==> config.mk <==
export PLATFORM = sky130hd
export DESIGN_NAME = ogru_rmw
export DESIGN_NICKNAME = d
export VERILOG_FILES = /design/src/sv/assert_macros.svh /design/src/sv/ogru_pkg.sv /design/src/sv/ogru_rmw.sv
export SDC_FILE = /design/constraint.sdc
export NUM_CORES = 1
export LEC_CHECK = 0
export ABC_AREA = 1
export BUFFER_PORTS_ARGS = -buffer_cell sky130_fd_sc_hd__buf_2
export CAP_MARGIN = 25
export CORE_UTILIZATION = 35
export CTS_CLUSTER_DIAMETER = 60
export DETAILED_ROUTE_END_ITERATION = 8
export GPL_TIMING_DRIVEN = 0
export PLACE_DENSITY = 0.72
export SLEW_MARGIN = 10
export SYNTH_ARGS = -nofsm -noshare
export SYNTH_HDL_FRONTEND = slang
export SYNTH_SLANG_ARGS = --single-unit
==> constraint.sdc <==
create_clock -name i_clk -period 2.92 [get_ports i_clk]
set_input_delay 0.584 -clock i_clk [delete_from_list [all_inputs] [get_ports i_clk]]
set_output_delay 0.584 -clock i_clk [all_outputs]
set_load 0.1 [all_outputs]
==> src/sv/assert_macros.svh <==
// Assertion helpers used by the top-level RTL file.
`ifndef ASSERT_MACROS_SVH
`define ASSERT_MACROS_SVH

// Same-cycle implication, checked out of reset only.
`define OGRU_ASSERT_IMP(lbl, clk, rst_n, ante, cons) \
    lbl: assert property (@(posedge clk) disable iff (!rst_n) (ante) |-> (cons)) \
        else $error("assertion failed");

// Next-cycle implication, checked out of reset only.
`define OGRU_ASSERT_NXT(lbl, clk, rst_n, ante, cons) \
    lbl: assert property (@(posedge clk) disable iff (!rst_n) (ante) |=> (cons)) \
        else $error("assertion failed");

`endif

==> src/sv/ogru_pkg.sv <==
package ogru_pkg;

    localparam int GRID_DIM_DEF    = 64;
    localparam int MAX_INFLATE_DEF = 7;

    // Configuration port
    localparam int CFG_W     = 7;
    localparam int CFG_IDX_W = 2;
    localparam logic [CFG_IDX_W-1:0] CFG_GRID_WIDTH     = 2'd0;
    localparam logic [CFG_IDX_W-1:0] CFG_GRID_HEIGHT    = 2'd1;
    localparam logic [CFG_IDX_W-1:0] CFG_INFLATE_RADIUS = 2'd2;
    localparam logic [6:0] GRID_WIDTH_RST     = 7'd64;
    localparam logic [6:0] GRID_HEIGHT_RST    = 7'd64;
    localparam logic [2:0] INFLATE_RADIUS_RST = 3'd2;

    // Stream widths
    localparam int IN_TDATA_W  = 32;
    localparam int OUT_TDATA_W = 8;

    // Log-odds cell value and a scratch signed coordinate for clamping.
    typedef logic signed [7:0] t_lo;
    typedef logic signed [9:0] t_sc;

    localparam t_lo LO_MIN    = -8'sd100;
    localparam t_lo LO_MAX    = 8'sd100;
    localparam t_lo OCC_TH    = 8'sd40;
    localparam t_lo OCC_INC   = 8'sd3;
    localparam t_lo FREE_STEP = 8'sd1;

    // Cell operation kinds
    typedef logic [2:0] t_kind;
    localparam t_kind OP_LOWER = 3'd0;
    localparam t_kind OP_RAISE = 3'd1;
    localparam t_kind OP_FLOOR = 3'd2;
    localparam t_kind OP_READ  = 3'd3;
    localparam t_kind OP_CLEAR = 3'd4;

    typedef struct packed {
        logic  valid;
        t_kind kind;
    } t_cell_op;

    typedef struct packed {
        logic clearing;
        logic idle;
    } t_seq_stat;

endpackage

==> src/sv/ogru_rmw.sv <==
module ogru_rmw #(
    parameter int AW = 12
) (
    input  logic              i_clk,
    input  logic              i_rst_n,
    input  ogru_pkg::t_cell_op i_op,
    input  logic [AW-1:0]     i_addr,
    output logic [AW-1:0]     o_ram_raddr,
    input  ogru_pkg::t_lo     i_ram_rdata,
    output logic              o_ram_we,
    output logic [AW-1:0]     o_ram_waddr,
    output ogru_pkg::t_lo     o_ram_wdata,
    output ogru_pkg::t_lo     o_cur_value
);
    import ogru_pkg::*;

    t_cell_op      r_op;
    logic [AW-1:0] r_addr;
    logic          r_fwd;
    t_lo           r_fwd_data;
    t_lo           cur;
    t_lo           upd;
    logic          we;

    // The read is issued in the same cycle as the previous operation's write,
    // so a match on that address takes the value being written instead.
    assign o_ram_raddr = i_addr;
    assign cur         = r_fwd ? r_fwd_data : i_ram_rdata;

    always_comb begin
        upd = cur;
        case (r_op.kind)
            OP_LOWER: upd = (cur <= LO_MIN) ? LO_MIN : cur - FREE_STEP;
            OP_RAISE: upd = (cur > LO_MAX - OCC_INC) ? LO_MAX : cur + OCC_INC;
            OP_FLOOR: upd = (cur < OCC_TH) ? OCC_TH : cur;
            OP_CLEAR: upd = '0;
            default:  upd = cur;
        endcase
    end

    assign we          = r_op.valid && (r_op.kind != OP_READ);
    assign o_ram_we    = we;
    assign o_ram_waddr = r_addr;
    assign o_ram_wdata = upd;
    assign o_cur_value = cur;

    always_ff @(posedge i_clk) begin
        if (!i_rst_n) begin
            r_op  <= '0;
            r_fwd <= 1'b0;
        end else begin
            r_op  <= i_op;
            r_fwd <= i_op.valid && we && (i_addr == r_addr);
        end
    end

    always_ff @(posedge i_clk) begin
        r_addr     <= i_addr;
        r_fwd_data <= upd;
    end

endmodule

### After elaboration in Yosys (flattened, before gate mapping)

Index checks and enable logic that the tools add are counted.
W data, S select, Z words.

* input port bits: 26
* output and inout port bits: 41
* register bits after elaboration: 25
* logic and storage cells: 24

* multiplexer cells: 5
* add/subtract/negate cells: 2
* eq/ne operators: 5
* $lt $le $gt $ge: 3
* reductions and logical operators: 4

Operators with widths (number)
* $mux W8: 4
* $pmux W8 S4: 1
* $eq A12 B12 Y1: 1
* $add A8 B3 Y8 const B: 1
* $gt A8 B8 Y1 const B: 1
* $le A8 B8 Y1 const B: 1
* $lt A8 B7 Y1 const B: 1
* $sub A8 B2 Y8 const B: 1
* $eq A3 B1 Y1 const B: 1
* $eq A3 B2 Y1 const B: 1
* $eq A3 B3 Y1 const B: 1
* $logic_and A1 B1 Y1: 3
* $logic_not A3 Y1: 1
* $ne A3 B2 Y1 const B: 1

### Logic depth before layout (Yosys ltp)

Gate-level depths: netlist of the first run.

* depth after elaboration: 4
* gate-level depth with buffers: 14
* gate-level depth less buffers: 13

### Worst setup path before layout of the first run

OpenSTA, ideal clock, no wires.

* kind: input to output
* start: input port i_ram_rdata[7]
* end: output port o_ram_wdata[2]
* data required time: 2336 ps
* buffers on the path: 0
* cell stages on the path: 7
* path slack: -1261 ps
* data arrival time: 3597 ps
* cell sequence: o21ai_4 > inv_1 > a211oi_1 > ha_1 > o21ai_0 > inv_1 > o211ai_1

* cells in the longest elaborated chain, start to end: 4
* elaborated cells on any way between the ends: 8
* those cells by class: order compare: 3; mux: 5

Ends and longest elaborated chain
* start, declared: RTL line ogru_rmw.sv:9 `input ogru_pkg::t_lo i_ram_rdata,`
* $mux W8 (*): RTL line ogru_rmw.sv:28 `assign cur = r_fwd ? r_fwd_data : i_ram_rdata;`
* via o_cur_value[7]: RTL line ogru_rmw.sv:13 `output ogru_pkg::t_lo o_cur_value`
* $lt A8 B7 Y1 (tied with other cells): RTL line ogru_rmw.sv:35 `OP_FLOOR: upd = (cur < OCC_TH) ? OCC_TH : cur;`
* $mux W8 (on tied branches): RTL line ogru_rmw.sv:35, ogru_rmw.sv:33, ogru_rmw.sv:34
* $pmux W8 S4 (*): RTL line ogru_rmw.sv:32 `case (r_op.kind)`
* end, declared: RTL line ogru_rmw.sv:12 `output ogru_pkg::t_lo o_ram_wdata,`

Mark *: on every way through the listed nets, which the timed path passes. The rest lies on a longest branch.

### Final worst setup path of the first run

* start: register r_fwd
* end: output port o_ram_wdata[2]

* cells in the longest elaborated chain, start to end: 4
* elaborated cells on any way between the ends: 10
* those cells by class: add/sub: 2; order compare: 3; mux: 5

Ends and longest elaborated chain
* start, declared: RTL line ogru_rmw.sv:19 `logic r_fwd;`
* start signal, assigned: RTL line ogru_rmw.sv:53 `r_fwd <= i_op.valid && we && (i_addr == r_addr);`
* $mux W8 (*): RTL line ogru_rmw.sv:28
* $add A8 B3 Y8 (tied with other cells): RTL line ogru_rmw.sv:34 `OP_RAISE: upd = (cur > LO_MAX - OCC_INC) ? LO_MAX : cur + OCC_INC;`
* $mux W8 (on tied branches): RTL line ogru_rmw.sv:34, ogru_rmw.sv:35, ogru_rmw.sv:33
* $pmux W8 S4 (*): RTL line ogru_rmw.sv:32

Every way passes the cells marked *; elsewhere a longest branch is shown, timed or not.

==> results.md, run 1 <==
* Status: complete, no violations
* Mapped Area at 1710 um2
* CTS root buffer: clkbuf_8
* Synthesized netlist cell count at between 200 and 250
* Synth top area cells: dfxtp_1 29%, nand2_1 15%, inv_1 8.1%, nand2_2 5.9%, buf_4 5.3%
* Post-DR vias/cell at approximately 4.5
* Synth top area share at around 29%
* Antenna violations before repair at 0
* Multi-input logic area at about 1100 um2
* Starting Density at between 30% and 40%
* P_leak at about 1.3 nW
* Syn Nets at between 200 and 300
* DRC at 0
* Yosys cell types at 31
* Critical Path AT at between 2000 and 2500 ps
* Post-synth top flop: dfxtp_1
* Hold Path Class: input port to register
* Crit. End Element: primary output
* Antenna Cells at 0
* Hold Violations, Final at 0
* WS Path Type: register to primary output
* Reg2reg setup slack at 1000 ps
* Hold_buf cts at 0
* Tightest Pin Transition at 927 ps
* Worst hold slack at between 400 and 500 ps
* Die ar. at 5170 um2
* Post-synth EDFFs at 0
* TritonCTS buffer count at 3
* Pwr Total at between 0.001 and 0.0015 W
* Final instance area at approximately 2500 um2
* Syn-to-layout area delta at 48.6%
* Antenna-violating nets left at 0
* Gr usage total at 17.3%
* Syn. warnings at 0
* DPL Wire Length at about 3200 um
* Final Max Tran Viols at 0
* Fin crit period at about 2900 ps
* Critical Path RT at between 2000 and 2500 ps
* # rows at 25
* Worst-path maximum fanout at 8
* Setup crit start kind: register
* Worst Skew at roughly 11 ps
* Post-synthesis sequential area ratio at between 20 and 30%
* Power density cells at 464 nW/um2
* Final WL at between 4000 and 5000 um
* WL per Instance at 11.3 um
* Placed cell areas at 2150 um2
* Final Cycle Share at between 90% and 100%
* Initial DRC count at 72
* Asr flop ratio synth at 0%
* Clk pin slew, worst setup/hold paths at 100 ps
* CTS H-Tree Depth at 1
* Proportion of layout cells with a drive suffix above 1 at between 40 and 50%
* Syn avg cell area at 6.90 um2
* Layout fillers at ~450
* Die span in y at between 70 and 80 um
* Area leader, netlist: dfxtp_1
* Die span in x at just over 70 um
* Core Region at 4720 um2
* Vias in the first global route at between 1.5k and 2k
* First-pass GRT wire length at a little over 7000 um
* Slew headroom at approximately 38%
* Router iterations before antenna repair at 4
* Grt total ovfl at 0
* Clock tree buffer depth at 2
* # IOs at between 60 and 70
* Gpl congestion at between 0.8 and 0.9
* Final setup vio count at 0
* Seq. cell area at between 500 and 600 um2
* Maximum VDD drop at between 0.4 and 0.5 mV
* Post-synthesis register bit count at 25
* RSZ-0062 raised after global routing: true
* Sink Count at 25
* Peak Freq at approximately 350 MHz
* Pin count of the biggest net entering global routing at 17
* TritonCTS clock tree: built
* I/O Buffers at 66
* Clock Latency Late Sink at roughly 280 ps
* Max Cap Viol at 0
* Layout Nets at 364
* Via count at 1817
==> where the power goes <==
group	internal, W	total (W)	switching (W)
sequential	0.000368	0.000383	0.0000158
combinational	0.000146	0.000563	0.000416
clock	0.000100	0.000233	0.000133
total	0.000614	0.00118	0.000565
==> synth_stat cells, types with 2 or more instances <==
cell type and n:
a221oi_1 2, nor2_2 5, nor2_1 13, nand2_2 16, nor3_1 4, nand3_1 11
nand2_1 67, ha_1 4, or2_2 2, o22ai_1 2, inv_1 37, dfxtp_1 25
buf_6 2, xor2_1 4, a21oi_1 3, o21ai_0 11, nand4_1 7, buf_4 12
o21ai_2 5, nand2_4 5
==> cell type report <==
| cell class | count | share of cell area (%) |
|---|---|---|
| multi-input cells | 170 | 41.8 |
| repair buffers | 81 | 22.2 |
| flip-flops and latches | 25 | 19.7 |
| inverters | 38 | 5.61 |
| plain buffers | 15 | 5.36 |
| well taps | 67 | 3.30 |
| clock buffers | 3 | 1.62 |
| clock inverters | 1 | 0.344 |
==> flip-flops by register name, indices dropped and copies added (netlist names) <==
signal,cells
r_fwd_data,8
r_fwd,1
r_op,4
o_ram_waddr,12
==> kinds of logic after synthesis <==
| group | after synthesis | synth area share (%) |
|---|---|---|
| simple gates | 133 | 37.9 |
| buf+inv | 53 | 16.1 |
| compound gates | 29 | 11.8 |
| flops | 25 | 29.3 |
| xor+xnor | 4 | 2.05 |
| fa+ha+maj | 4 | 2.93 |
==> cell usage in the layout (no fill, tap or decap), types with 3 or more instances in the layout <==
cell | Yosys | layout
a21oi_1 | 3 | 3
buf_12 | 1 | 7
buf_2 | 0 | 59
buf_4 | 12 | 24
clkbuf_8 | 0 | 3
dfxtp_1 | 25 | 24
ha_1 | 4 | 3
inv_1 | 37 | 34
inv_2 | 1 | 4
nand2_1 | 67 | 61
nand2_2 | 16 | 15
nand2_4 | 5 | 12
nand3_1 | 11 | 9
nand3_2 | 1 | 3
nand4_1 | 7 | 7
nor2_1 | 13 | 11
nor2_2 | 5 | 6
nor3_1 | 4 | 4
o21ai_0 | 11 | 9
o21ai_4 | 1 | 5
xor2_1 | 4 | 4
==> stage by stage <==
stage          TNS (ps)  cells  utilization, %  setup slack, ps
2_1_floorplan     -7200    248               -            -1260
3_3_place_gp      -1220    381            45.5             -244
3_5_place_dp      -1210    381            45.5             -248
4_1_cts          -0.294    392            50.0           -0.294
5_1_grt            -473    400            53.8             -123
6_report              0    400            53.8             27.2
==> repair_timing <==
item	in CTS	in global routing
buffers inserted	6	7
pin swaps	9	17
endpoints found under the setup margin	7	8
cloned	1	1
gates resized for setup	31	25
==> worst paths after layout <==
check,startpoint,endpoint,cells past startpoint
max,r_fwd,o_ram_wdata[2],10
max reg2reg,r_fwd,r_fwd_data[3],11
min,i_addr[2],o_ram_waddr[2],1
min reg2reg,o_ram_waddr[11],r_fwd,3
==> worst max-delay path: stages, from the launching register on <==
cell	delay, ps
dfxtp_2	350
buf_8	140
buf_12	140
nand2_4	60
nand2_4	70
a211oi_2	230
ha_1	300
o21ai_2	150
inv_2	80
o211ai_1	240
buf_6	270
==> metal layers <==
layer / wire length, um / vias up / share of wire, % / global-route usage (%)
li1: - / 941 / - / -
met1: 2060 / 793 / 45 / 22.5
met2: 2150 / 77 / 47 / 29.1
met3: 275 / 6 / 6.1 / 3.47
met4: 51 / 0 / 1.1 / 4.79
met5: 0 / - / 0 / 0
(Power assumes the default switching activity.)
==> run 2, diff against run 1 <==
--- a/config.mk
+++ b/config.mk
@@ -13,6 +13,7 @@
 export DETAILED_ROUTE_END_ITERATION = 8
 export GPL_TIMING_DRIVEN = 0
 export PLACE_DENSITY = 0.72
+export RECOVER_POWER = 50
 export SLEW_MARGIN = 10
 export SYNTH_ARGS = -nofsm -noshare
 export SYNTH_HDL_FRONTEND = slang
==> run 2 against run 1 <==
- combinational power fell by 1%
- register-to-register slack is essentially flat
- via count hardly changed
- first-iteration DRC count grew 6.9%
- cell area shrank 1.2%
- clock skew about the same
- sequential power about the same
- sequential share of layout area grew 0.25 points
- non-clock buffer count unchanged
- fmax about the same
- final cell count unchanged
- setup slack gained 0.60 ps
- highest routed layer unchanged
==> results.md, run 2 (synthesis results as in run 1) <==
* Post-DR vias/cell at roughly 4.5
* Hold Crit Start: i_addr[2]
* First-pass GRT wire length at 7120 um
* Largest register FFs at 12
* Total negative setup slack at 0 ps
* Antenna Cells at 0
* Critical Path AT at around 2300 ps
* TritonCTS clock tree: built
* P_leak at ~1.3 nW
* Worst slack at placement at -248 ps
* Final setup vio count at 0
* Status: complete, no violations
* Final Max Tran Viols at 0
* Hold_buf cts at 0
* Die span in y at 71.9 um
* Worst Skew at about 11 ps
* Die span in x at 71.9 um
* Router iterations before antenna repair at 4
* Antenna violations before repair at 0
* Power density cells at about 470 nW/um2
* Gpl congestion at approximately 0.89
* Core Region at between 4000 and 5000 um2
* Hold Path Class: input port to register
* Hold EP: o_ram_waddr[2]
* Hold path depth at 1
* WS Path Type: register to primary output
* R2r worst-path depth at 11
* Hold Violations, Final at 0
* Via count at ~1.8k
* WL per Instance at 11.4 um
* Layout Nets at 364
* Starting Density at 36.2%
* Final setup margin at around 28 ps
* Proportion of layout cells with a drive suffix above 1 at roughly two fifths
* Pin count of the biggest net entering global routing at 17
* Reg2Reg Capture Point: r_fwd_data[3]
* Reg2reg setup slack at 1000 ps
* Gr usage total at between 10% and 20%
* Max Cap Viol at 0
* Worst-path maximum fanout at 8
* Fin crit period at roughly 2900 ps
* # rows at 25
* Crit. End Element: primary output
* CTS H-Tree Depth at 1
* Critical Path RT at ~2300 ps
* Initial DRC count at 77
* Most used cells in the layout excluding fill and tap cells: 61 x nand2_1, 34 x inv_1, 34 x buf_2
* Tightest Pin Transition at between 1000 and 1500 ps
* Maximum VDD drop at between 0.4 and 0.5 mV
* Grt total ovfl at 0
* CTS root buffer: clkbuf_8
* Antenna-violating nets left at 0
* Clk pin slew, worst setup/hold paths at approximately 100 ps
* Critical R2R Launch: r_fwd
* RSZ-0062 raised after global routing: true
* Vias in the first global route at 1602
* Clock tree buffer depth at 2
* I/O Buffers at 66
* Final Core Density at 53.2%
* Most common cell after layout, fill and taps aside: nand2_1
* Peak Freq at approximately 350 MHz
* Syn-to-layout area delta at 46.8%
* # IOs at 67
* Final WL at between 4000 and 5000 um
* Setup crit start kind: register
* Final Cycle Share at 99.0%
* Sink Count at 25
* DPL Wire Length at approximately 3200 um
* TritonCTS buffer count at 3
* Slew headroom at between 20% and 30%
* DRC at 0
* Clock Latency Late Sink at roughly 280 ps
* Die ar. at a little over 5000 um2
run 2: metal layers:
| layer | share of wire, % | global-route usage, % | vias to the layer above |
|---|---|---|---|
| li1 | - | - | 939 |
| met1 | 45 | 22.5 | 794 |
| met2 | 47 | 29.1 | 77 |
| met3 | 6.2 | 3.47 | 6 |
| met4 | 1.1 | 4.79 | 0 |
| met5 | 0 | 0 | - |
run 2: layout make-up:
type	instances	area (um2)
flip-flops and latches	25	502
well taps	67	83.8
multi-input cells	170	1060
plain buffers	15	136
fillers	465	2210
clock inverters	1	8.76
clock buffers	3	41.3
inverters	38	143
repair buffers	81	533
run 2: critical path: stages, from the launching register on:
cell,delay [ps]
dfxtp_2,350
buf_8,140
buf_12,140
nand2_4,60
nand2_4,70
a211oi_2,230
ha_1,300
o21ai_2,150
inv_2,80
o211ai_1,240
buf_6,270
run 2: worst max-delay path by stage:
stage                   startpoint        endpoint  slack (ps)  cells after the start
global placement    i_ram_rdata[4]  o_ram_wdata[2]        -240                     11
detailed placement  i_ram_rdata[7]  o_ram_wdata[2]        -250                      9
global route                 r_fwd  o_ram_wdata[2]        -120                     11
CTS                          r_fwd  o_ram_wdata[6]        -0.3                     13
finish                       r_fwd  o_ram_wdata[2]          30                     10
floorplan           i_ram_rdata[7]  o_ram_wdata[2]       -1260                      7
run 2: power by group:
part	internal, W	switching (W)	total, W	leakage [nW]
Combinational	0.000141	0.000416	0.000557	1.02
Sequential	0.000368	0.0000160	0.000384	0.210
Clock	0.000100	0.000133	0.000233	0.0261
run 2: through the flow:
| stage | total power [W] | instance area [um2] | std cells | hold slack [ps] |
|---|---|---|---|---|
| floorplan | 0.000798 | 1730 | 248 | 612 |
| global placement | 0.000878 | 2150 | 381 | 558 |
| detailed placement | 0.000880 | 2150 | 381 | 565 |
| CTS | 0.00115 | 2360 | 392 | 424 |
| global route | 0.00122 | 2510 | 400 | 434 |
| finish | 0.00117 | 2510 | 400 | 447 |
run 2: what timing repair did:
item | CTS | global route
pin swaps | 9 | 17
gates cloned | 1 | 1
setup endpoints to repair | 7 | 8
buffers inserted | 6 | 7
resized for setup | 31 | 25
