==> config.mk <==
export PLATFORM = sky130hd
export DESIGN_NAME = ogru_seq
export DESIGN_NICKNAME = d
export VERILOG_FILES = /design/src/sv/assert_macros.svh /design/src/sv/ogru_pkg.sv /design/src/sv/ogru_seq.sv
export SDC_FILE = /design/constraint.sdc
export NUM_CORES = 1
export LEC_CHECK = 0
export ABC_AREA = 1
export BUFFER_PORTS_ARGS = -buffer_cell sky130_fd_sc_hd__buf_2
export CAP_MARGIN = 30
export CORE_MARGIN = 2
export CORE_UTILIZATION = 40
export CTS_CLUSTER_SIZE = 24
export DETAILED_ROUTE_END_ITERATION = 7
export PLACE_DENSITY = 0.66
export SLEW_MARGIN = 0
export SYNTH_ARGS = -nofsm -noshare
export SYNTH_HDL_FRONTEND = slang
export SYNTH_SLANG_ARGS = --single-unit
==> constraint.sdc <==
create_clock -name i_clk -period 5.8 [get_ports i_clk]
set_clock_uncertainty 0.15 [all_clocks]
set_input_delay 0 -clock i_clk [delete_from_list [all_inputs] [get_ports i_clk]]
set_output_delay 0 -clock i_clk [all_outputs]
set_load 0.03 [all_outputs]
==> src/sv/assert_macros.svh <==
// Assertion helpers used by the top-level RTL file.
`ifndef ASSERT_MACROS_SVH
`define ASSERT_MACROS_SVH

// Same-cycle implication, checked out of reset only.
`define OGRU_ASSERT_IMP(lbl, clk, rst_n, ante, cons) \
    lbl: assert property (@(posedge clk) disable iff (!rst_n) (ante) |-> (cons)) \
        else $error("assertion failed");

// Next-cycle implication, checked out of reset only.
`define OGRU_ASSERT_NXT(lbl, clk, rst_n, ante, cons) \
    lbl: assert property (@(posedge clk) disable iff (!rst_n) (ante) |=> (cons)) \
        else $error("assertion failed");

`endif

==> src/sv/ogru_pkg.sv <==
package ogru_pkg;

    localparam int GRID_DIM_DEF    = 64;
    localparam int MAX_INFLATE_DEF = 7;

    // Configuration port
    localparam int CFG_W     = 7;
    localparam int CFG_IDX_W = 2;
    localparam logic [CFG_IDX_W-1:0] CFG_GRID_WIDTH     = 2'd0;
    localparam logic [CFG_IDX_W-1:0] CFG_GRID_HEIGHT    = 2'd1;
    localparam logic [CFG_IDX_W-1:0] CFG_INFLATE_RADIUS = 2'd2;
    localparam logic [6:0] GRID_WIDTH_RST     = 7'd64;
    localparam logic [6:0] GRID_HEIGHT_RST    = 7'd64;
    localparam logic [2:0] INFLATE_RADIUS_RST = 3'd2;

    // Stream widths
    localparam int IN_TDATA_W  = 32;
    localparam int OUT_TDATA_W = 8;

    // Log-odds cell value and a scratch signed coordinate for clamping.
    typedef logic signed [7:0] t_lo;
    typedef logic signed [9:0] t_sc;

    localparam t_lo LO_MIN    = -8'sd100;
    localparam t_lo LO_MAX    = 8'sd100;
    localparam t_lo OCC_TH    = 8'sd40;
    localparam t_lo OCC_INC   = 8'sd3;
    localparam t_lo FREE_STEP = 8'sd1;

    // Cell operation kinds
    typedef logic [2:0] t_kind;
    localparam t_kind OP_LOWER = 3'd0;
    localparam t_kind OP_RAISE = 3'd1;
    localparam t_kind OP_FLOOR = 3'd2;
    localparam t_kind OP_READ  = 3'd3;
    localparam t_kind OP_CLEAR = 3'd4;

    typedef struct packed {
        logic  valid;
        t_kind kind;
    } t_cell_op;

    typedef struct packed {
        logic clearing;
        logic idle;
    } t_seq_stat;

endpackage

==> src/sv/ogru_seq.sv <==
module ogru_seq #(
    parameter int GRID_DIM    = ogru_pkg::GRID_DIM_DEF,
    parameter int MAX_INFLATE = ogru_pkg::MAX_INFLATE_DEF,
    parameter int AW          = $clog2(GRID_DIM * GRID_DIM)
) (
    input  logic               i_clk,
    input  logic               i_rst_n,
    input  logic               i_in_valid,
    output logic               o_in_ready,
    input  logic               i_operation,
    input  logic [5:0]         i_start_x,
    input  logic [5:0]         i_start_y,
    input  ogru_pkg::t_lo      i_end_x,
    input  ogru_pkg::t_lo      i_end_y,
    input  logic               i_hit,
    input  logic [6:0]         i_grid_width,
    input  logic [6:0]         i_grid_height,
    input  logic [2:0]         i_inflate_radius,
    output ogru_pkg::t_cell_op o_op,
    output logic [AW-1:0]      o_addr,
    input  ogru_pkg::t_lo      i_cur_value,
    output logic               o_out_valid,
    input  logic               i_out_ready,
    output ogru_pkg::t_lo      o_cell_value,
    output logic               o_status,
    output ogru_pkg::t_seq_stat o_stat
);
    import ogru_pkg::*;

    localparam int DEPTH = GRID_DIM * GRID_DIM;
    localparam int CW    = $clog2(GRID_DIM);
    localparam int WW    = $clog2(GRID_DIM + 1);
    localparam int RW    = (MAX_INFLATE < 2) ? 1 : $clog2(MAX_INFLATE + 1);
    localparam int EW    = CW + 2;

    localparam logic [3:0] ST_CLEAR  = 4'd0;
    localparam logic [3:0] ST_IDLE   = 4'd1;
    localparam logic [3:0] ST_READ   = 4'd2;
    localparam logic [3:0] ST_RDWAIT = 4'd3;
    localparam logic [3:0] ST_SETUP  = 4'd4;
    localparam logic [3:0] ST_WALK   = 4'd5;
    localparam logic [3:0] ST_END    = 4'd6;
    localparam logic [3:0] ST_DISK   = 4'd7;
    localparam logic [3:0] ST_DONE   = 4'd8;

    logic [3:0]           r_state, n_state;
    logic [AW-1:0]        r_clr, n_clr;
    logic                 r_out_valid, n_out_valid;

    logic [CW-1:0]        r_x, n_x, r_y, n_y;
    logic [CW-1:0]        r_x1, n_x1, r_y1, n_y1;
    logic [CW-1:0]        r_min_y, n_min_y, r_max_x, n_max_x, r_max_y, n_max_y;
    logic signed [EW-1:0] r_dx, n_dx, r_dy, n_dy, r_err, n_err;
    logic                 r_sx, n_sx, r_sy, n_sy;
    logic                 r_hit, n_hit;
    t_lo                  r_res_value, n_res_value;
    logic                 r_res_status, n_res_status;
    t_lo                  r_out_value, n_out_value;
    logic                 r_out_status, n_out_status;

    logic [WW-1:0]        w_cap, h_cap;
    logic [RW-1:0]        rad;
    t_sc                  w_sc, h_sc, wm1, hm1;
    t_sc                  sx_sc, sy_sc, ex_sc, ey_sc, ex_cl, ey_cl;
    logic                 outside;
    logic signed [EW-1:0] ddx, ddy, adx, ady;
    logic signed [EW:0]   e2;
    logic                 at_end, step_x, step_y;
    t_sc                  lo_x, hi_x, lo_y, hi_y;
    t_sc                  ox, oy, ax, ay;
    logic [RW-1:0]        axr, ayr;
    logic [2*RW-1:0]      sq_x, sq_y, sq_r;
    logic [2*RW:0]        d2;
    logic                 in_disk;
    logic [AW-1:0]        cell_addr;
    logic                 load_out;

    // Grid size and radius, saturated to the GRID_DIM and MAX_INFLATE parameters.
    assign w_cap = (int'(i_grid_width) > GRID_DIM) ? WW'(GRID_DIM) : WW'(i_grid_width);
    assign h_cap = (int'(i_grid_height) > GRID_DIM) ? WW'(GRID_DIM) : WW'(i_grid_height);
    assign rad   = (int'(i_inflate_radius) > MAX_INFLATE) ? RW'(MAX_INFLATE)
                                                           : RW'(i_inflate_radius);
    assign w_sc  = t_sc'(w_cap);
    assign h_sc  = t_sc'(h_cap);
    assign wm1   = w_sc - t_sc'(1);
    assign hm1   = h_sc - t_sc'(1);

    // Input decode
    assign sx_sc   = t_sc'(i_start_x);
    assign sy_sc   = t_sc'(i_start_y);
    assign ex_sc   = t_sc'(i_end_x);
    assign ey_sc   = t_sc'(i_end_y);
    assign outside = (sx_sc >= w_sc) || (sy_sc >= h_sc);
    assign ex_cl   = (ex_sc < 0) ? '0 : ((ex_sc > wm1) ? wm1 : ex_sc);
    assign ey_cl   = (ey_sc < 0) ? '0 : ((ey_sc > hm1) ? hm1 : ey_sc);

    // Line setup
    assign ddx = $signed({2'b00, r_x1}) - $signed({2'b00, r_x});
    assign ddy = $signed({2'b00, r_y1}) - $signed({2'b00, r_y});
    assign adx = (ddx < 0) ? -ddx : ddx;
    assign ady = (ddy < 0) ? -ddy : ddy;

    // Line step
    assign e2     = {r_err, 1'b0};
    assign at_end = (r_x == r_x1) && (r_y == r_y1);
    assign step_x = (e2 >= r_dy);
    assign step_y = (e2 <= r_dx);

    // Disk window bounds around the end cell
    assign lo_x = t_sc'(r_x) - t_sc'(rad);
    assign hi_x = t_sc'(r_x) + t_sc'(rad);
    assign lo_y = t_sc'(r_y) - t_sc'(rad);
    assign hi_y = t_sc'(r_y) + t_sc'(rad);

    // Disk membership of the current scan cell
    assign ox      = t_sc'(r_x) - t_sc'(r_x1);
    assign oy      = t_sc'(r_y) - t_sc'(r_y1);
    assign ax      = (ox < 0) ? -ox : ox;
    assign ay      = (oy < 0) ? -oy : oy;
    assign axr     = ax[RW-1:0];
    assign ayr     = ay[RW-1:0];
    assign sq_x    = axr * axr;
    assign sq_y    = ayr * ayr;
    assign sq_r    = rad * rad;
    assign d2      = {1'b0, sq_x} + {1'b0, sq_y};
    assign in_disk = (d2 <= {1'b0, sq_r});

    assign cell_addr = AW'(r_y) * AW'(GRID_DIM) + AW'(r_x);
    assign o_addr    = (r_state == ST_CLEAR) ? r_clr : cell_addr;

    always_comb begin
        o_op = '0;
        case (r_state)
            ST_CLEAR: o_op = '{valid: 1'b1, kind: OP_CLEAR};
            ST_READ:  o_op = '{valid: 1'b1, kind: OP_READ};
            ST_WALK:  o_op = '{valid: !at_end, kind: OP_LOWER};
            ST_END:   o_op = '{valid: 1'b1, kind: OP_RAISE};
            ST_DISK:  o_op = '{valid: in_disk, kind: OP_FLOOR};
            default:  o_op = '0;
        endcase
    end

    assign load_out = (r_state == ST_DONE) && (!r_out_valid || i_out_ready);

    always_comb begin
        n_state      = r_state;
        n_clr        = r_clr;
        n_x          = r_x;
        n_y          = r_y;
        n_x1         = r_x1;
        n_y1         = r_y1;
        n_min_y      = r_min_y;
        n_max_x      = r_max_x;
        n_max_y      = r_max_y;
        n_dx         = r_dx;
        n_dy         = r_dy;
        n_err        = r_err;
        n_sx         = r_sx;
        n_sy         = r_sy;
        n_hit        = r_hit;
        n_res_value  = r_res_value;
        n_res_status = r_res_status;
        case (r_state)
            ST_CLEAR: begin
                n_clr = r_clr + AW'(1);
                if (r_clr == AW'(DEPTH - 1)) begin
                    n_state = ST_IDLE;
                end
            end
            ST_IDLE: begin
                if (i_in_valid) begin
                    n_x          = CW'(i_start_x);
                    n_y          = CW'(i_start_y);
                    n_x1         = ex_cl[CW-1:0];
                    n_y1         = ey_cl[CW-1:0];
                    n_hit        = i_hit;
                    n_res_value  = '0;
                    n_res_status = outside;
                    if (outside) begin
                        n_state = ST_DONE;
                    end else if (i_operation) begin
                        n_state = ST_READ;
                    end else begin
                        n_state = ST_SETUP;
                    end
                end
            end
            ST_READ: begin
                n_state = ST_RDWAIT;
            end
            ST_RDWAIT: begin
                n_res_value = i_cur_value;
                n_state     = ST_DONE;
            end
            ST_SETUP: begin
                n_dx    = adx;
                n_dy    = -ady;
                n_err   = adx - ady;
                n_sx    = (r_x < r_x1);
                n_sy    = (r_y < r_y1);
                n_state = ST_WALK;
            end
            ST_WALK: begin
                if (at_end) begin
                    n_state = r_hit ? ST_END : ST_DONE;
                end else begin
                    n_err = r_err + (step_x ? r_dy : '0) + (step_y ? r_dx : '0);
                    if (step_x) begin
                        n_x = r_sx ? r_x + CW'(1) : r_x - CW'(1);
                    end
                    if (step_y) begin
                        n_y = r_sy ? r_y + CW'(1) : r_y - CW'(1);
                    end
                end
            end
            ST_END: begin
                n_x     = (lo_x < 0) ? '0 : lo_x[CW-1:0];
                n_y     = (lo_y < 0) ? '0 : lo_y[CW-1:0];
                n_min_y = (lo_y < 0) ? '0 : lo_y[CW-1:0];
                n_max_x = (hi_x > wm1) ? wm1[CW-1:0] : hi_x[CW-1:0];
                n_max_y = (hi_y > hm1) ? hm1[CW-1:0] : hi_y[CW-1:0];
                n_state = ST_DISK;
            end
            ST_DISK: begin
                if (r_y == r_max_y) begin
                    if (r_x == r_max_x) begin
                        n_state = ST_DONE;
                    end else begin
                        n_x = r_x + CW'(1);
                        n_y = r_min_y;
                    end
                end else begin
                    n_y = r_y + CW'(1);
                end
            end
            ST_DONE: begin
                if (load_out) begin
                    n_state = ST_IDLE;
                end
            end
            default: begin
                n_state = ST_IDLE;
            end
        endcase
    end

    always_comb begin
        n_out_valid  = r_out_valid;
        n_out_value  = r_out_value;
        n_out_status = r_out_status;
        if (load_out) begin
            n_out_valid  = 1'b1;
            n_out_value  = r_res_value;
            n_out_status = r_res_status;
        end else if (i_out_ready) begin
            n_out_valid = 1'b0;
        end
    end

    always_ff @(posedge i_clk) begin
        if (!i_rst_n) begin
            r_state     <= ST_CLEAR;
            r_clr       <= '0;
            r_out_valid <= 1'b0;
        end else begin
            r_state     <= n_state;
            r_clr       <= n_clr;
            r_out_valid <= n_out_valid;
        end
    end

    always_ff @(posedge i_clk) begin
        r_x          <= n_x;
        r_y          <= n_y;
        r_x1         <= n_x1;
        r_y1         <= n_y1;
        r_min_y      <= n_min_y;
        r_max_x      <= n_max_x;
        r_max_y      <= n_max_y;
        r_dx         <= n_dx;
        r_dy         <= n_dy;
        r_err        <= n_err;
        r_sx         <= n_sx;
        r_sy         <= n_sy;
        r_hit        <= n_hit;
        r_res_value  <= n_res_value;
        r_res_status <= n_res_status;
        r_out_value  <= n_out_value;
        r_out_status <= n_out_status;
    end

    assign o_in_ready    = (r_state == ST_IDLE);
    assign o_out_valid   = r_out_valid;
    assign o_cell_value  = r_out_value;
    assign o_status      = r_out_status;
    assign o_stat        = '{clearing: (r_state == ST_CLEAR), idle: (r_state == ST_IDLE)};

endmodule

Word level (Yosys, flattened, before mapping)
Index checks and enable logic that the tools add are counted.

storage, ports and cells
  bits in registers = 104
  bits in latches = 0
  memory bits (writable) = 0
  ROM bits = 0
  input port bits = 59
  output and inout bits = 29
  word-level logic and storage cells = 156
  memories kept = 0

operators by class
  $add $sub $neg = 25
  multiply operators = 3
  div/mod/pow operators = 0
  $lt $le $gt $ge = 21
  eq/ne operators = 24
  shift-type cells = 0
  muxes and demuxes = 46
  bitwise operators = 0
  reductions and logical operators = 17

operators by type and width
  operator                                                                      number
  6-bit 2-to-1 mux                                                              18
  8-bit 2-to-1 mux                                                              6
  6-bit one-hot mux with 4 select lines                                         2
  7-bit by 1-bit less-than comparator with 1-bit output, second input constant  6
  4-bit one-hot mux with 9 select lines                                         1
  8-bit > comparator                                                            4
  4-bit 2-to-1 mux                                                              8
  8-bit one-hot mux with 2 select lines                                         2
  6-bit by 6-bit subtractor with 7-bit output                                   4
  6-bit == test                                                                 4
  4-bit one-hot mux with 5 select lines                                         1
  3-bit by 3-bit multiplier with 6-bit output                                   3
  2-bit != test, second input constant                                          9
  8-bit adder                                                                   2
  4-bit by 3-bit == test with 1-bit output, second input constant               4
  8-bit by 1-bit less-than comparator with 1-bit output, second input constant  2
  7-bit negation with 8-bit output                                              2
  7-bit by 1-bit subtractor with 8-bit output, second input constant            2
  6-bit by 3-bit adder with 7-bit output                                        2
  6-bit by 7-bit greater-or-equal comparator with 1-bit output                  2
  7-bit > comparator, second input constant                                     2
  7-bit 2-to-1 mux                                                              2
  6-bit by 3-bit subtractor with 7-bit output                                   2
  12-bit by 1-bit adder with 12-bit output, second input constant               1
  29 further kinds                                                              45

Longest topological paths before layout
  depth in word-level cells = 7
  gate-level depth with buffers = 28

Worst setup path before layout
OpenSTA, ideal clock, no wires.

  path type = flip-flop to output port
  from = register r_x[0]
  to = output port o_op[3] in the netlist's numbering
  arrival = 4378 ps
  data required time = 5650 ps
  slack = 1272 ps
  stages on the path, launching flop included = 22
  buffers on the path = 0
  cells stage by stage = edfxtp_1 -> inv_1 -> ha_1 -> inv_1 -> fa_1 -> inv_1 -> ha_1 -> o21ai_0 -> inv_1 -> ha_1 -> o21bai_1 -> fa_1 -> ha_1 -> fa_1 -> xor2_1 -> ha_1 -> nand2_1 -> o21bai_1 -> nand2_1 -> o21ai_0 -> nand3_1 -> nand4_1

RTL lines
  what                    RTL line         text
  start, declared         ogru_seq.sv:50   logic [CW-1:0] r_x, n_x, r_y, n_y;
  start signal, assigned  ogru_seq.sv:273  r_x <= n_x;
  end, declared           ogru_seq.sv:19   output ogru_pkg::t_cell_op o_op,

==> results_dict.tcl <==
set metrics [dict create \
    clk_latency_ps 370 \
    grt_use_total_pct 20.4 \
    fillers 2509 \
    grt_pass1_wl_mm 43.6 \
    min_period_over_period_pct 93.4 \
    drt_iter0_markers 589 \
    htreeDepth 3 \
    cp_max_fo 6 \
    start_kind "flop" \
    synth_cells 1392 \
    die_h_um 165 \
    layout_common_cells "nand2_1 (346), inv_1 (220), ha_1 (133)" \
    firstDrtPassIters 5 \
    finalWirelength_mm 26.3 \
    cts_buffers 9 \
    finalWeightedCongestion 0.896 \
    synth_fp_nets 1603 \
    ys_warn_count 0 \
    hold_viol 0 \
    critical_path_required_ps 5650 \
    rrSetupSlack_ps 1900 \
    ant_nets 0 \
    post-route-util_pct 47.0 \
    synthDistinctLibCells 50 \
    antenna_found_initial 0 \
    synthesis.area_um2 10300 \
    fp.dieW_um 165 \
    async_reset_ff_share_pct 0 \
    postCtsSetupRepairBufs 0 \
    worst_slew_pin_slew_ps 993 \
    hp-class "input port to flop" \
    rr_startpoint "r_err[6]$_DFFE_PP_" \
    path_clk_slew_ps 80 \
    io-pin-count 88 \
    overflow 0 \
    drv_cap 0 \
    setup_violations 0 \
    grt_max_degree 34 \
    grt_pass1_vias 8900 \
    drv_slew 0 \
    hpwl_mm 21.4 \
    num_antenna_cells 0 \
    syn2layout_area_growth_pct 15.1 \
    fmax_mhz 185 \
    min_from "i_grid_width[5]" \
    rsz0062_at_grt "no" \
    coreArea_um2 25300 \
    avgViaCountPerCell 4.98 \
    max-slew-margin-rel_pct 33.2 \
    cts_hold_buf 44 \
    cts_tree "built" \
    fin_nets 1735 \
    dp_slack_ps 746 \
    worstPathArrival_ps 5270 \
    rows 58 \
    drc 0 \
    end_kind "primary output" \
    setup-tns-final_ps 0 \
    vias 9257 \
    final_common_cell "nand2_1" \
    initial_core_util_pct 40.8 \
    die_area_um2 27100 \
    setup_ws_ps 382 \
    synth_edf_count 87 \
    vdd_drop_max_mv 0.174 \
    critPathLaunch "r_x[0]$_DFFE_PP_" \
    ys_ff_latch 104 \
    p_leak_uw 0.00590 \
    status "complete, no violations" \
    min_period_ps 5420 \
    syn_avg_cell_area_um2 7.41 \
    cts_resized 0 \
    cts.sink_count 104 \
    clockRootBuffer "clkbuf_16" \
    port_buffers 87 \
    yosysSeqAreaShare_pct 28.6 \
    layout-drive-gt1-share_pct 12.0 \
    p_per_area_nw_per_um2 221 \
    wl_per_cell_um 14.2 \
    synth-main-ff-cell "edfxtp_1" \
    worst_hold_slack_ps 22.1 \
    critical_path_class "flop to primary output" \
    cts_buffer_depth 2 \
]
[per-layer routing]
layer  share of wire (%)  global-route usage, %  wire length [um]  vias up
li1                    -                      -                 -     4802
met1                  44                   26.0             11700     4205
met2                  49                   35.9             13000      216
met3                 3.7                   2.08               966       34
met4                 2.4                   6.76               633        0
met5                   0                      0                 0        -
[worst paths after layout]
path                                to  cells past startpoint
max                            o_op[3]                     22
min               r_max_x[5]$_DFFE_PP_                      5
max reg2reg         r_err[7]$_DFFE_PP_                     21
min reg2reg  o_cell_value[7]$_DFFE_PP_                      0
[critical path, cell delays in order (launching register included)]
cell	delay, ps
edfxtp_1	490
inv_1	210
ha_1	180
inv_1	60
fa_1	470
inv_1	50
ha_1	260
o21ai_0	370
inv_1	90
ha_1	200
o21bai_1	170
fa_1	440
ha_1	240
fa_1	380
xor2_1	170
ha_1	310
nand2_1	90
o21bai_1	110
nand2_1	60
o21ai_0	70
nand3_1	160
nand4_1	110
buf_2	210
[cells by family after synthesis]
family,Yosys count,synth area share (%)
buffers and inverters,261,9.80
other,1,0.0364
adder cells (fa/ha/maj),152,19.8
flip-flops,104,28.6
XOR/XNOR,47,4.06
AO/OA/AOI/OAI,182,10.0
AND/OR/NAND/NOR,645,27.7
[per-stage QoR]
step	instances	cell area, um2	total power [uW]
3_5_place_dp	1799	11100	1990
2_1_floorplan	1392	10300	1730
3_3_place_gp	1797	11100	1970
4_1_cts	1859	11900	2640
6_report	1859	11900	2620
5_1_grt	1859	11900	2830
[power by group]
| group | switching, uW | total [uW] | internal [uW] |
|---|---|---|---|
| sequential | 29.0 | 898 | 869 |
| clock | 317 | 621 | 305 |
| combinational | 691 | 1100 | 414 |
| total | 1040 | 2620 | 1590 |
[flip-flops by register name, indices dropped and copies added, names as in the netlist, 8 cells and up]
signal        flops
r_dx              8
r_clr            12
r_dy              8
r_err             8
r_res_value       8
o_cell_value      8
[cells in the mapped netlist (6+ instances only)]
library cell  number  share of area, %
nand2_1          346                13
inv_1            220               8.0
ha_1             133                16
nor2_1           127               4.6
edfxtp_1          87                25
a21oi_1           72               3.5
nand3_1           62               3.0
o21ai_0           58               2.8
nand4_1           36               2.2
xor2_1            35               3.0
fa_1              19               3.7
nand2_2           18               1.1
dfxtp_1           17               3.3
inv_2             17              0.62
nor3_1            16              0.78
buf_2             11              0.53
xnor2_1           11              0.93
nor2_4             7              0.76
o211ai_1           7              0.51
or2_2              7              0.42
a21o_1             6              0.44
nor2_2             6              0.36
[cell type report]
cell class	count	area [um2]	share of cell area, %
Sequential cell	104	2950	24.9
Clock buffer	9	225	1.90
Inverter	241	907	7.64
Timing Repair Buffer	141	946	7.97
Tap cell	330	413	3.48
Clock inverter	7	72.6	0.611
Multi-Input combinational cell	1027	6360	53.5
(Power assumes the default switching activity.)
